$ cat src/rtl/positional_insert_delete_array_core_macros.svh
// Assertion macros for the positional insert/delete array core.
// Included by the RTL files that carry concurrent assertions; no dependencies.
`ifndef POSITIONAL_INSERT_DELETE_ARRAY_CORE_MACROS_SVH
`define POSITIONAL_INSERT_DELETE_ARRAY_CORE_MACROS_SVH

// Checked on every clock edge outside reset.
`define PIDA_ASSERT(label, clk, rst_n, prop, msg) \
  label: assert property (@(posedge clk) disable iff (!rst_n) prop) else $error(msg);

// Checked on every clock edge, reset included.
`define PIDA_ASSERT_ALWAYS(label, clk, prop, msg) \
  label: assert property (@(posedge clk) prop) else $error(msg);

`endif

$ cat src/rtl/pida_pkg.sv
// Package for the positional insert/delete array core: widths, codes, defaults.
// No dependencies.
`default_nettype none

package pida_pkg;

  localparam int unsigned PidaCapacity = 64;

  localparam int unsigned CmdW  = 2;
  localparam int unsigned ValW  = 32;
  localparam int unsigned PosW  = 7;
  localparam int unsigned StatW = 2;
  localparam int unsigned IdxW  = 6;

  typedef enum logic [CmdW-1:0] {
    CMD_READ_ALL = 2'd0,
    CMD_INSERT   = 2'd1,
    CMD_DELETE   = 2'd2
  } cmd_e;

  typedef enum logic [StatW-1:0] {
    STAT_OK     = 2'd0,
    STAT_BADPOS = 2'd1,
    STAT_FULL   = 2'd2,
    STAT_EMPTY  = 2'd3
  } status_e;

endpackage

`default_nettype wire

$ cat src/rtl/pida_in_if.sv
// Command channel of the positional insert/delete array core.
// Depends on pida_pkg.
`default_nettype none

interface pida_in_if;
  logic                             valid;
  logic                             ready;
  logic [pida_pkg::CmdW-1:0]        cmd;
  logic signed [pida_pkg::ValW-1:0] value;
  logic [pida_pkg::PosW-1:0]        position;

  modport source (output valid, output cmd, output value, output position, input ready);
  modport sink   (input valid, input cmd, input value, input position, output ready);
endinterface

`default_nettype wire

$ cat src/rtl/pida_out_if.sv
// Result channel of the positional insert/delete array core.
// Depends on pida_pkg.
`default_nettype none

interface pida_out_if;
  logic                             valid;
  logic                             ready;
  logic [pida_pkg::StatW-1:0]       status;
  logic [pida_pkg::IdxW-1:0]        entry_index;
  logic signed [pida_pkg::ValW-1:0] entry_value;
  logic                             last;

  modport source (output valid, output status, output entry_index, output entry_value,
                  output last, input ready);
  modport sink   (input valid, input status, input entry_index, input entry_value,
                  input last, output ready);
endinterface

`default_nettype wire

$ cat src/rtl/positional_insert_delete_array_core.sv
// Top level of the positional insert/delete array core: sequencer, entry memory, result register.
// Depends on pida_pkg, pida_in_if, pida_out_if and the assertion macro header.
`default_nettype none
`include "positional_insert_delete_array_core_macros.svh"

// Holds a packed list of up to Capacity signed words in a single-port-write,
// registered-read memory, plus a count. One command is taken at a time; ready
// is high only while the sequencer is idle. Insert and delete move the entries
// above the position one per cycle through the memory (read, then write one
// slot up or down); every edit ends in one status beat, after any wait on the
// result channel. Read all emits one beat per entry (memory read, then load
// of the result register once it is free) with last on the final entry, or a
// single empty status beat. Command code 3 is dropped without a beat. Entry
// storage has no reset; only the count and control are cleared.
module positional_insert_delete_array_core #(
  parameter int unsigned Capacity = pida_pkg::PidaCapacity
) (
  input  wire       clk_i,
  input  wire       rst_ni,
  pida_in_if.sink   in_i,
  pida_out_if.source out_o
);
  import pida_pkg::*;

  localparam int unsigned AddrW = (Capacity > 1) ? $clog2(Capacity) : 1;
  localparam int unsigned CntW  = $clog2(Capacity + 1);

  typedef enum logic [6:0] {
    S_IDLE    = 7'b0000001,
    S_SHIFT   = 7'b0000010,
    S_DRAIN   = 7'b0000100,
    S_WRITE   = 7'b0001000,
    S_RD_REQ  = 7'b0010000,
    S_RD_WAIT = 7'b0100000,
    S_RESP    = 7'b1000000
  } state_e;

  state_e            state_q, state_d;
  logic [CntW-1:0]   count_q, count_d;
  logic [AddrW-1:0]  idx_q, idx_d;
  logic [AddrW-1:0]  end_q, end_d;
  logic [AddrW-1:0]  ins_addr_q, ins_addr_d;
  logic              up_q, up_d;
  logic signed [ValW-1:0] val_q, val_d;
  status_e           status_q, status_d;

  logic              pend_q;
  logic [AddrW-1:0]  wa_q, wa_d;

  logic [ValW-1:0]   mem [Capacity];
  logic [ValW-1:0]   rd_data_q;
  logic              rd_en;
  logic [AddrW-1:0]  rd_addr;
  logic              we;
  logic [AddrW-1:0]  wr_addr;
  logic [ValW-1:0]   wr_data;

  logic              out_vld_q, out_vld_d;
  status_e           out_stat_q, out_stat_d;
  logic [IdxW-1:0]   out_idx_q, out_idx_d;
  logic [ValW-1:0]   out_val_q, out_val_d;
  logic              out_last_q, out_last_d;
  logic              out_load;
  logic              out_free;

  logic              in_fire;
  logic [7:0]        cnt8;
  logic [7:0]        pos8;

  assign in_fire  = in_i.valid && in_i.ready;
  assign out_free = !out_vld_q || out_o.ready;
  assign cnt8     = 8'(count_q);
  assign pos8     = 8'(in_i.position);

  assign in_i.ready        = (state_q == S_IDLE);
  assign out_o.valid       = out_vld_q;
  assign out_o.status      = out_stat_q;
  assign out_o.entry_index = out_idx_q;
  assign out_o.entry_value = out_val_q;
  assign out_o.last        = out_last_q;

  // pending shift write lands in the cycle after its read
  assign we      = pend_q || (state_q == S_WRITE);
  assign wr_addr = pend_q ? wa_q : ins_addr_q;
  assign wr_data = pend_q ? rd_data_q : val_q;

  always_comb begin
    state_d    = state_q;
    count_d    = count_q;
    idx_d      = idx_q;
    end_d      = end_q;
    ins_addr_d = ins_addr_q;
    up_d       = up_q;
    val_d      = val_q;
    status_d   = status_q;
    rd_en      = 1'b0;
    rd_addr    = idx_q;
    wa_d       = up_q ? idx_q + AddrW'(1) : idx_q - AddrW'(1);
    out_load   = 1'b0;
    out_stat_d = out_stat_q;
    out_idx_d  = out_idx_q;
    out_val_d  = out_val_q;
    out_last_d = out_last_q;

    unique case (state_q)
      S_IDLE: begin
        if (in_fire) begin
          val_d = in_i.value;
          unique case (cmd_e'(in_i.cmd))
            CMD_READ_ALL: begin
              if (count_q == '0) begin
                status_d = STAT_EMPTY;
                state_d  = S_RESP;
              end else begin
                idx_d   = '0;
                end_d   = AddrW'(cnt8 - 8'd1);
                state_d = S_RD_REQ;
              end
            end
            CMD_INSERT: begin
              if (count_q == CntW'(Capacity)) begin
                status_d = STAT_FULL;
                state_d  = S_RESP;
              end else if (pos8 == 8'd0 || pos8 > cnt8 + 8'd1) begin
                status_d = STAT_BADPOS;
                state_d  = S_RESP;
              end else begin
                status_d   = STAT_OK;
                count_d    = count_q + CntW'(1);
                ins_addr_d = AddrW'(pos8 - 8'd1);
                up_d       = 1'b1;
                if (pos8 == cnt8 + 8'd1) begin
                  state_d = S_WRITE;
                end else begin
                  idx_d   = AddrW'(cnt8 - 8'd1);
                  end_d   = AddrW'(pos8 - 8'd1);
                  state_d = S_SHIFT;
                end
              end
            end
            CMD_DELETE: begin
              if (pos8 == 8'd0 || pos8 > cnt8) begin
                status_d = STAT_BADPOS;
                state_d  = S_RESP;
              end else begin
                status_d = STAT_OK;
                count_d  = count_q - CntW'(1);
                up_d     = 1'b0;
                if (pos8 == cnt8) begin
                  state_d = S_RESP;
                end else begin
                  idx_d   = AddrW'(pos8);
                  end_d   = AddrW'(cnt8 - 8'd1);
                  state_d = S_SHIFT;
                end
              end
            end
            default: state_d = S_IDLE;
          endcase
        end
      end
      S_SHIFT: begin
        rd_en = 1'b1;
        if (idx_q == end_q) begin
          state_d = S_DRAIN;
        end else begin
          idx_d = up_q ? idx_q - AddrW'(1) : idx_q + AddrW'(1);
        end
      end
      S_DRAIN: begin
        state_d = up_q ? S_WRITE : S_RESP;
      end
      S_WRITE: begin
        state_d = S_RESP;
      end
      S_RD_REQ: begin
        if (out_free) begin
          rd_en   = 1'b1;
          state_d = S_RD_WAIT;
        end
      end
      S_RD_WAIT: begin
        out_load   = 1'b1;
        out_stat_d = STAT_OK;
        out_idx_d  = IdxW'(idx_q);
        out_val_d  = rd_data_q;
        out_last_d = (idx_q == end_q);
        if (idx_q == end_q) begin
          state_d = S_IDLE;
        end else begin
          idx_d   = idx_q + AddrW'(1);
          state_d = S_RD_REQ;
        end
      end
      S_RESP: begin
        if (out_free) begin
          out_load   = 1'b1;
          out_stat_d = status_q;
          out_idx_d  = '0;
          out_val_d  = '0;
          out_last_d = 1'b1;
          state_d    = S_IDLE;
        end
      end
      default: state_d = S_IDLE;
    endcase

    if (out_load) begin
      out_vld_d = 1'b1;
    end else if (out_o.ready) begin
      out_vld_d = 1'b0;
    end else begin
      out_vld_d = out_vld_q;
    end
  end

  always_ff @(posedge clk_i or negedge rst_ni) begin
    if (!rst_ni) begin
      state_q   <= S_IDLE;
      count_q   <= '0;
      pend_q    <= 1'b0;
      out_vld_q <= 1'b0;
    end else begin
      state_q   <= state_d;
      count_q   <= count_d;
      pend_q    <= rd_en && (state_q == S_SHIFT);
      out_vld_q <= out_vld_d;
    end
  end

  always_ff @(posedge clk_i) begin
    idx_q      <= idx_d;
    end_q      <= end_d;
    ins_addr_q <= ins_addr_d;
    up_q       <= up_d;
    val_q      <= val_d;
    status_q   <= status_d;
    wa_q       <= wa_d;
    out_stat_q <= out_stat_d;
    out_idx_q  <= out_idx_d;
    out_val_q  <= out_val_d;
    out_last_q <= out_last_d;
  end

  // entry memory: one write port, one registered read port
  always_ff @(posedge clk_i) begin
    if (we) begin
      mem[wr_addr] <= wr_data;
    end
    if (rd_en) begin
      rd_data_q <= mem[rd_addr];
    end
  end

  `PIDA_ASSERT_ALWAYS(a_count_bound, clk_i, count_q <= CntW'(Capacity), "count above capacity")
  `PIDA_ASSERT(a_pend_in_shift, clk_i, rst_ni, pend_q |-> (state_q == S_SHIFT || state_q == S_DRAIN), "shift write outside shift")
  `PIDA_ASSERT(a_rd_slot_free, clk_i, rst_ni, (state_q == S_RD_WAIT) |-> !out_vld_q, "result register busy on read data")
  `PIDA_ASSERT(a_count_at_accept, clk_i, rst_ni, !in_fire |=> $stable(count_q), "count moved without a command")
  `PIDA_ASSERT(a_no_write_on_read, clk_i, rst_ni, (state_q == S_RD_REQ || state_q == S_RD_WAIT) |-> !we, "memory written during read all")

endmodule

`default_nettype wire
$ cat src/flat_wrapper.sv
// flat-port wrapper written by rule: the top's interface ports become plain ports
module positional_insert_delete_array_core_flat import pida_pkg::*;
#(
  parameter int unsigned Capacity = pida_pkg::PidaCapacity
)
  (clk_i, rst_ni, in_i_valid, in_i_cmd, in_i_value, in_i_position, in_i_ready, out_o_valid, out_o_status, out_o_entry_index, out_o_entry_value, out_o_last, out_o_ready);
  pida_in_if in_i_i ();
  pida_out_if out_o_i ();
  input  wire clk_i;
  input  wire rst_ni;
  input wire logic [$bits(in_i_i.valid)-1:0] in_i_valid;
  input wire logic [$bits(in_i_i.cmd)-1:0] in_i_cmd;
  input wire logic [$bits(in_i_i.value)-1:0] in_i_value;
  input wire logic [$bits(in_i_i.position)-1:0] in_i_position;
  output wire logic [$bits(in_i_i.ready)-1:0] in_i_ready;
  output wire logic [$bits(out_o_i.valid)-1:0] out_o_valid;
  output wire logic [$bits(out_o_i.status)-1:0] out_o_status;
  output wire logic [$bits(out_o_i.entry_index)-1:0] out_o_entry_index;
  output wire logic [$bits(out_o_i.entry_value)-1:0] out_o_entry_value;
  output wire logic [$bits(out_o_i.last)-1:0] out_o_last;
  input wire logic [$bits(out_o_i.ready)-1:0] out_o_ready;
  assign in_i_i.valid = in_i_valid;
  assign in_i_i.cmd = in_i_cmd;
  assign in_i_i.value = in_i_value;
  assign in_i_i.position = in_i_position;
  assign in_i_ready = in_i_i.ready;
  assign out_o_valid = out_o_i.valid;
  assign out_o_status = out_o_i.status;
  assign out_o_entry_index = out_o_i.entry_index;
  assign out_o_entry_value = out_o_i.entry_value;
  assign out_o_last = out_o_i.last;
  assign out_o_i.ready = out_o_ready;
  positional_insert_delete_array_core #(.Capacity(Capacity)) u_core (.clk_i(clk_i), .rst_ni(rst_ni), .in_i(in_i_i), .out_o(out_o_i));
endmodule
$ cat config.mk
export PLATFORM = sky130hd
export DESIGN_NAME = positional_insert_delete_array_core_flat
export DESIGN_NICKNAME = d
export VERILOG_FILES = /design/src/rtl/pida_pkg.sv /design/src/rtl/pida_in_if.sv /design/src/rtl/pida_out_if.sv /design/src/rtl/positional_insert_delete_array_core.sv /design/src/flat_wrapper.sv
export VERILOG_INCLUDE_DIRS = /design/src /design/src/rtl
export SDC_FILE = /design/constraint.sdc
export NUM_CORES = 2
export LEC_CHECK = 0
export BUFFER_PORTS_ARGS = -buffer_cell sky130_fd_sc_hd__buf_2
export CORE_MARGIN = 4
export CORE_UTILIZATION = 49
export DETAILED_ROUTE_END_ITERATION = 12
export GPL_ROUTABILITY_DRIVEN = 1
export GPL_TIMING_DRIVEN = 0
export MAX_ROUTING_LAYER = met4
export PLACE_DENSITY = 0.74
export SYNTH_ARGS = -nofsm -noshare
export SYNTH_HDL_FRONTEND = slang
export SYNTH_SLANG_ARGS = --single-unit
$ cat constraint.sdc
create_clock -name clk_i -period 5.3 [get_ports clk_i]
set_clock_uncertainty 0.1 [all_clocks]
set_input_delay 0.265 -clock clk_i [delete_from_list [all_inputs] [get_ports clk_i]]
set_output_delay 0.265 -clock clk_i [all_outputs]
set_load 0.05 [all_outputs]
-- Word level (Yosys, flattened, before mapping)
Memory sizes are Yosys's and may differ from the RTL's. A register that Yosys moved wholly into a read port is not among the register bits.
Cells that the tools add are included.
- $add $sub $neg: 7
- $lt $le $gt $ge: 2
- eq/ne operators: 33
- multiplexer cells: 64
- bitwise gates (word level): 2
- reduce and logical (&&, ||, !) cells: 23
- operators with widths (cell ; count):
    2-to-1 mux 6 bit ; 19
    2-to-1 mux 7 bit ; 13
    2-to-1 mux 32 bit ; 2
    case mux 32 bit (2 select lines) ; 1
    case mux 6 bit (3 select lines) ; 3
    case mux 7 bit (7 select lines) ; 1
    case mux 7 bit (3 select lines) ; 1
    != test 2 bit, second input constant ; 9
    != test 3 bit, second input constant ; 6
    subtractor 6 x 1 -> 6 bit, second input constant ; 3
    equality test 7 bit, second input constant ; 2
    case mux 7 bit (2 select lines) ; 1
    case mux 6 bit (2 select lines) ; 1
    2-to-1 mux 1 bit ; 11
    AND reduction 11 bit ; 1
    AND reduction 9 bit ; 1
    adder 7 x 1 -> 8 bit, second input constant ; 1
    equality test 7 x 8 -> 1 bit ; 1
    greater-than comparator 7 x 8 -> 1 bit ; 1
    logical NOT 8 bit ; 1
    != test 2 x 1 -> 1 bit, second input constant ; 4
    case mux 1 bit (2 select lines) ; 4
    AND reduction 4 bit ; 2
    adder 7 x 1 -> 7 bit, second input constant ; 1
    other kinds (30) ; 41
- flip-flop bits (word level): 116
- memory bits (writable): 2048
- bits of input ports: 45
- output and inout port bits: 43
- word-level logic and storage cells: 147
- memories kept: 1
- memories (memory ; depth ; width ; rd ports ; clocked after Yosys merged registers in ; wr ports ; RTL line ; RTL):
    u_core.mem ; 64 ; 32 ; 1 ; 1 ; 1 ; positional_insert_delete_array_core.sv:50 ; logic [ValW-1:0] mem [Capacity];

-- Logic depth before layout (Yosys ltp)
- depth in word-level cells: 8
- depth in mapped cells: 12
- gate-level depth less buffers: 11

-- Least setup slack after synthesis
Ideal clock, no wire load.
- path kind: register -> register
- from: register u_core.state_q[1]
- to: register u_core.out_idx_q[0] (netlist: u_core.out_o.entry_index[0]) (enable)
- setup time: 0.496 ns
- arrival: 4.283 ns
- data required time: 4.704 ns
- path slack: 0.421 ns
- cell stages (with the launch flop): 5
- buffers on the path: 1
- period minus slack after synthesis: 4.879 ns
- path through: dfrtp_1 nor4_1 nand3_1 clkbuf_1 o21ai_0
- word-level cells in the longest chain between the ends: 3
- elaborated cells between the ends (all ways): 5
- classes of those cells: 3 x eq/ne; 2 x reduce/logical
- ends and longest elaborated chain (item ; RTL line ; RTL):
    from (decl) ; positional_insert_delete_array_core.sv:38 ; state_e state_q, state_d;
    from (signal assigned) ; positional_insert_delete_array_core.sv:224 ; state_q <= state_d;
    equality test 7 bit or equality test 7 x 6 -> 1 bit (tied branches) ; positional_insert_delete_array_core.sv:105 ; unique case (state_q)
    != test 2 x 1 -> 1 bit (no line) or nonzero test 2 bit (tied branches) ; - ;
    AND reduction 2 bit (no line) * ; - ;
    to (signal assigned) ; positional_insert_delete_array_core.sv:240 ; out_idx_q <= out_idx_d;
    to (decl) ; positional_insert_delete_array_core.sv:60 ; logic [IdxW-1:0] out_idx_q, out_idx_d;
Mark *: on every way between the ends. The rest lies on a longest branch, timed or not.
A chain may end at the register's enable or synchronous reset.

==> results.txt <==
The run finished with clean final reports. The power per unit of standard cell area is 497 mW/mm2. Yosys mapped a number of flops with a built-in enable equal to 2174. The number of vias in the routed layout came out at 43.4k. The number of buffer cells added on primary ports came out at 87.

The total number of clock tree sinks is 2196. The largest net degree at the start of global routing came out at 65. Setup slack on the worst reg-to-reg path comes out at 0.26 ns. The initial utilization of the core area, before any placement, comes to 49.4%.

The die width came out at 424 um. The mean instance size in the synthesized netlist came out at 22.9 um2. The final number of setup-violating endpoints came out at 0.

The post-synth design cell area is 0.0850 mm2. The area growth from synthesis to layout is 14.3%. The yosys synthesis warning count is 0. The HPWL after detailed placement is 149000 um. The clock reaches the later pin of the worst-skew pair after 0.85 ns.

The endpoint type of the worst setup path is a register. The max-capacitance violation count is 0. Counting the buffers created by CTS gives 207. For the pin with the worst max-slew slack, the measured transition is 1.49 ns. The maximum fanout encountered on the critical timing path is 10.

The number of unique standard cell types used by synthesis is 65. The aggregate routed wire length came out at 237000 um. The fraction of layout instances using a drive strength above 1 came out at 28.5%.

The count of pins on the block boundary came out at 88. The global router's overall resource usage is 27.1%. No sink is reached through more buffers than the 3 on the longest clock path.

The worst hold slack after final layout is 0.0481 ns. The number of slew-limit violations in the final report came to 0. For the worst flop-to-flop path, the logic depth is 9. The count of nets left with antenna violations after detail routing came out at 0. The worst slew margin relative to its limit came out at 0.630%.

The average wire length per cell after detail routing came out at 35.8 um. The initial antenna violation count is 7. The number of global-route vias before repair is 43.1k.

The synthesis-stage register bit count is 2196. Clock tree synthesis selected as its root buffer the cell clkbuf_16. In the synthesized netlist the dominant register cell turns out to be edfxtp_1. The share of the yosys chip area belonging to registers came out at 77.5%.

Setup repair after global routing left no endpoint under its margin. The first-pass GRT wire length came out at 331000 um. The floorplan has 152 rows. The post-CTS setup buffer count is 0. The fraction of registers with async set or reset after synthesis is 0.729%. The via count normalized by instance count came out at 6.57.

The worst flop-to-flop path startpoint is u_core.idx_q[1]. In this run the critical register-to-register path is captured at u_core.rd_data_q[7]. The final cycle utilization of the critical path is 95.0%. The timing startpoint of the critical path is u_core.idx_q[1]. The count of endpoints failing hold in the final timing report came out at 0. The type of origin of the critical path is a register. The final-stage net count came out at 4202. The termination of the worst setup path is u_core.rd_data_q[7].

After clock tree synthesis, the clock-pin slew on the worst setup and hold paths is 0.06 ns. The die covers 0.180 mm2. In the routed design, unresolved DRC markers number 0. Traced cell by cell, the critical path runs through buf_2 > buf_2 > buf_2 > clkbuf_1 > mux4_2 > a221oi_1 > o21ai_0 > a21oi_1 > nor2_1.

Routability-driven placement finished with a final weighted congestion of 0.917. The H-tree generated during clock tree synthesis spans 4 levels. After global routing the overflow that remains totals 0. The maximum clock frequency is 199 MHz.

For the worst setup path, the data arrival time is 5.50 ns. The type of the worst min-delay path is input port to register. In this design, the critical path's most frequently occurring cell is buf_2. The time the final worst path needs with I/O delays and setup came out at 5.04 ns. The clock tree from TritonCTS is yes. The number of DRC markers after the initial detailed-route iteration came out at 7396. Synthesis produced a netlist with a net count of 3786.

Synthesis produced a netlist whose cell count is 3712. Data on the critical path is required at its endpoint by 5.77 ns. In the final timing run, aggregate negative setup slack is 0 ns.

For this design the static power due to leakage is 30.3 nW. VDD sags by at most 0.000295 V. The height of the chip is 424 um. The first-pass detailed-route iteration total is 6. The worst setup path is of the register to register kind.

The slowest stage of the critical path is the clkbuf_1 cell. The area of the core is 0.172 mm2. The stage delay of the slowest cell on the critical path is 0.69 ns.
## kinds of logic (layout without fill, tap and decap cells)
group | after synthesis | after routing | synth area share, %
AOI/OAI and AO/OA | 229 | 229 | 1.81
buffers and inverters | 226 | 805 | 1.18
adders and majority gates | 29 | 29 | 0.436
xor gates and xnor gates | 37 | 37 | 0.381
and+or+nand+nor | 303 | 303 | 1.77
muxes | 692 | 692 | 17.0
other | 0 | 5 | 0
DFF | 2196 | 2196 | 77.5
## Yosys cell counts, types with 18 or more instances
library cell | count | area [um2]
edfxtp_1 | 2174 | 65300
mux4_2 | 595 | 13400
nor2_1 | 112 | 420
clkbuf_1 | 89 | 334
buf_2 | 70 | 350
mux2i_1 | 58 | 581
a21oi_1 | 56 | 280
a22oi_1 | 54 | 405
and2_1 | 53 | 332
nand2_1 | 52 | 195
mux2_2 | 39 | 439
o21ai_0 | 32 | 160
inv_1 | 31 | 116
ha_1 | 28 | 350
xnor2_1 | 26 | 228
nand3_1 | 24 | 120
buf_1 | 20 | 75.1
a211oi_1 | 18 | 135
## worst max-delay path, delay by kind of cell, from the launching register on
kind | cells | cell delay (ns)
flops | 1 | 0.39
buf+inv | 4 | 2.23
simple gates | 1 | 0.09
mux | 1 | 0.41
compound gates | 3 | 1.55
## per-layer routing
layer | share of wire, % | vias up | wire (um) | GRT usage [%]
li1 | - | 16600 | - | -
met1 | 34 | 22700 | 80500 | 34.2
met2 | 47 | 3403 | 112000 | 41.2
met3 | 12 | 667 | 29400 | 6.83
met4 | 6.4 | 0 | 15100 | 13.6
met5 | 0 | - | 0 | -
## layout make-up
| cell class | count | area (um2) |
|---|---|---|
| Antenna cell | 5 | 12.5 |
| Buffer | 193 | 876 |
| Clock buffer | 258 | 5440 |
| Clock inverter | 114 | 927 |
| Fill cell | 12100 | 74800 |
| Inverter | 33 | 124 |
| Multi-Input combinational cell | 1290 | 18700 |
| Sequential cell | 2196 | 65800 |
| Tap cell | 2310 | 2890 |
| Timing Repair Buffer | 207 | 2350 |
## state kept, by name, summed over array words and instances (netlist names), 7 cells and up
register and count:
u_core.mem 2048, u_core.out_o.entry_value 32, u_core.rd_data_q 32, u_core.val_q 32
u_core.count_q 7, u_core.state_q 7
## timing repair
item,in CTS,in global routing
resized for setup,0,0
hold buffers,53,0
endpoints found under the hold margin,75,0
## placed cells by master (no fill, tap or decap), drive strengths merged, types with 54 or more instances in the layout
| cell | count |
|---|---|
| edfxtp | 2174 |
| a22oi | 54 |
| mux4 | 595 |
| a21oi | 56 |
| clkbuf | 347 |
| and2 | 54 |
| mux2i | 58 |
| nor2 | 112 |
| clkinv | 92 |
| buf | 258 |
## power by group
part,internal (mW),leakage [nW],switching (mW)
registers,21.3,19.8,0.272
clock network,7.83,3.11,6.33
logic,4.32,7.35,8.26
total,33.5,30.3,14.9
## through the flow
stage	cell area [um2]	cells	setup slack (ns)	util (%)	power [mW]
after detailed placement	90200	6176	0.656	52.4	34.1
after floorplan	85000	3712	0.421	-	29.2
after global routing	97100	6605	0.167	56.5	49.6
final	97100	6606	0.264	56.5	48.3
after global placement	88300	6109	-2.36	51.3	33.8
after CTS	97100	6601	0.625	56.5	48.2
## how the worst min path moves through the flow
stage                        start  depth (start not counted)                end
floorplan                   rst_ni                          0  u_core.count_q[0]
global placement            rst_ni                          1  u_core.state_q[6]
detailed placement          rst_ni                          1  u_core.state_q[6]
CTS                 in_i_value[22]                          2   u_core.val_q[22]
global route        in_i_value[16]                          2   u_core.val_q[16]
finish              in_i_value[20]                          2   u_core.val_q[20]
No activity file was read; power rests on OpenSTA's default activity.
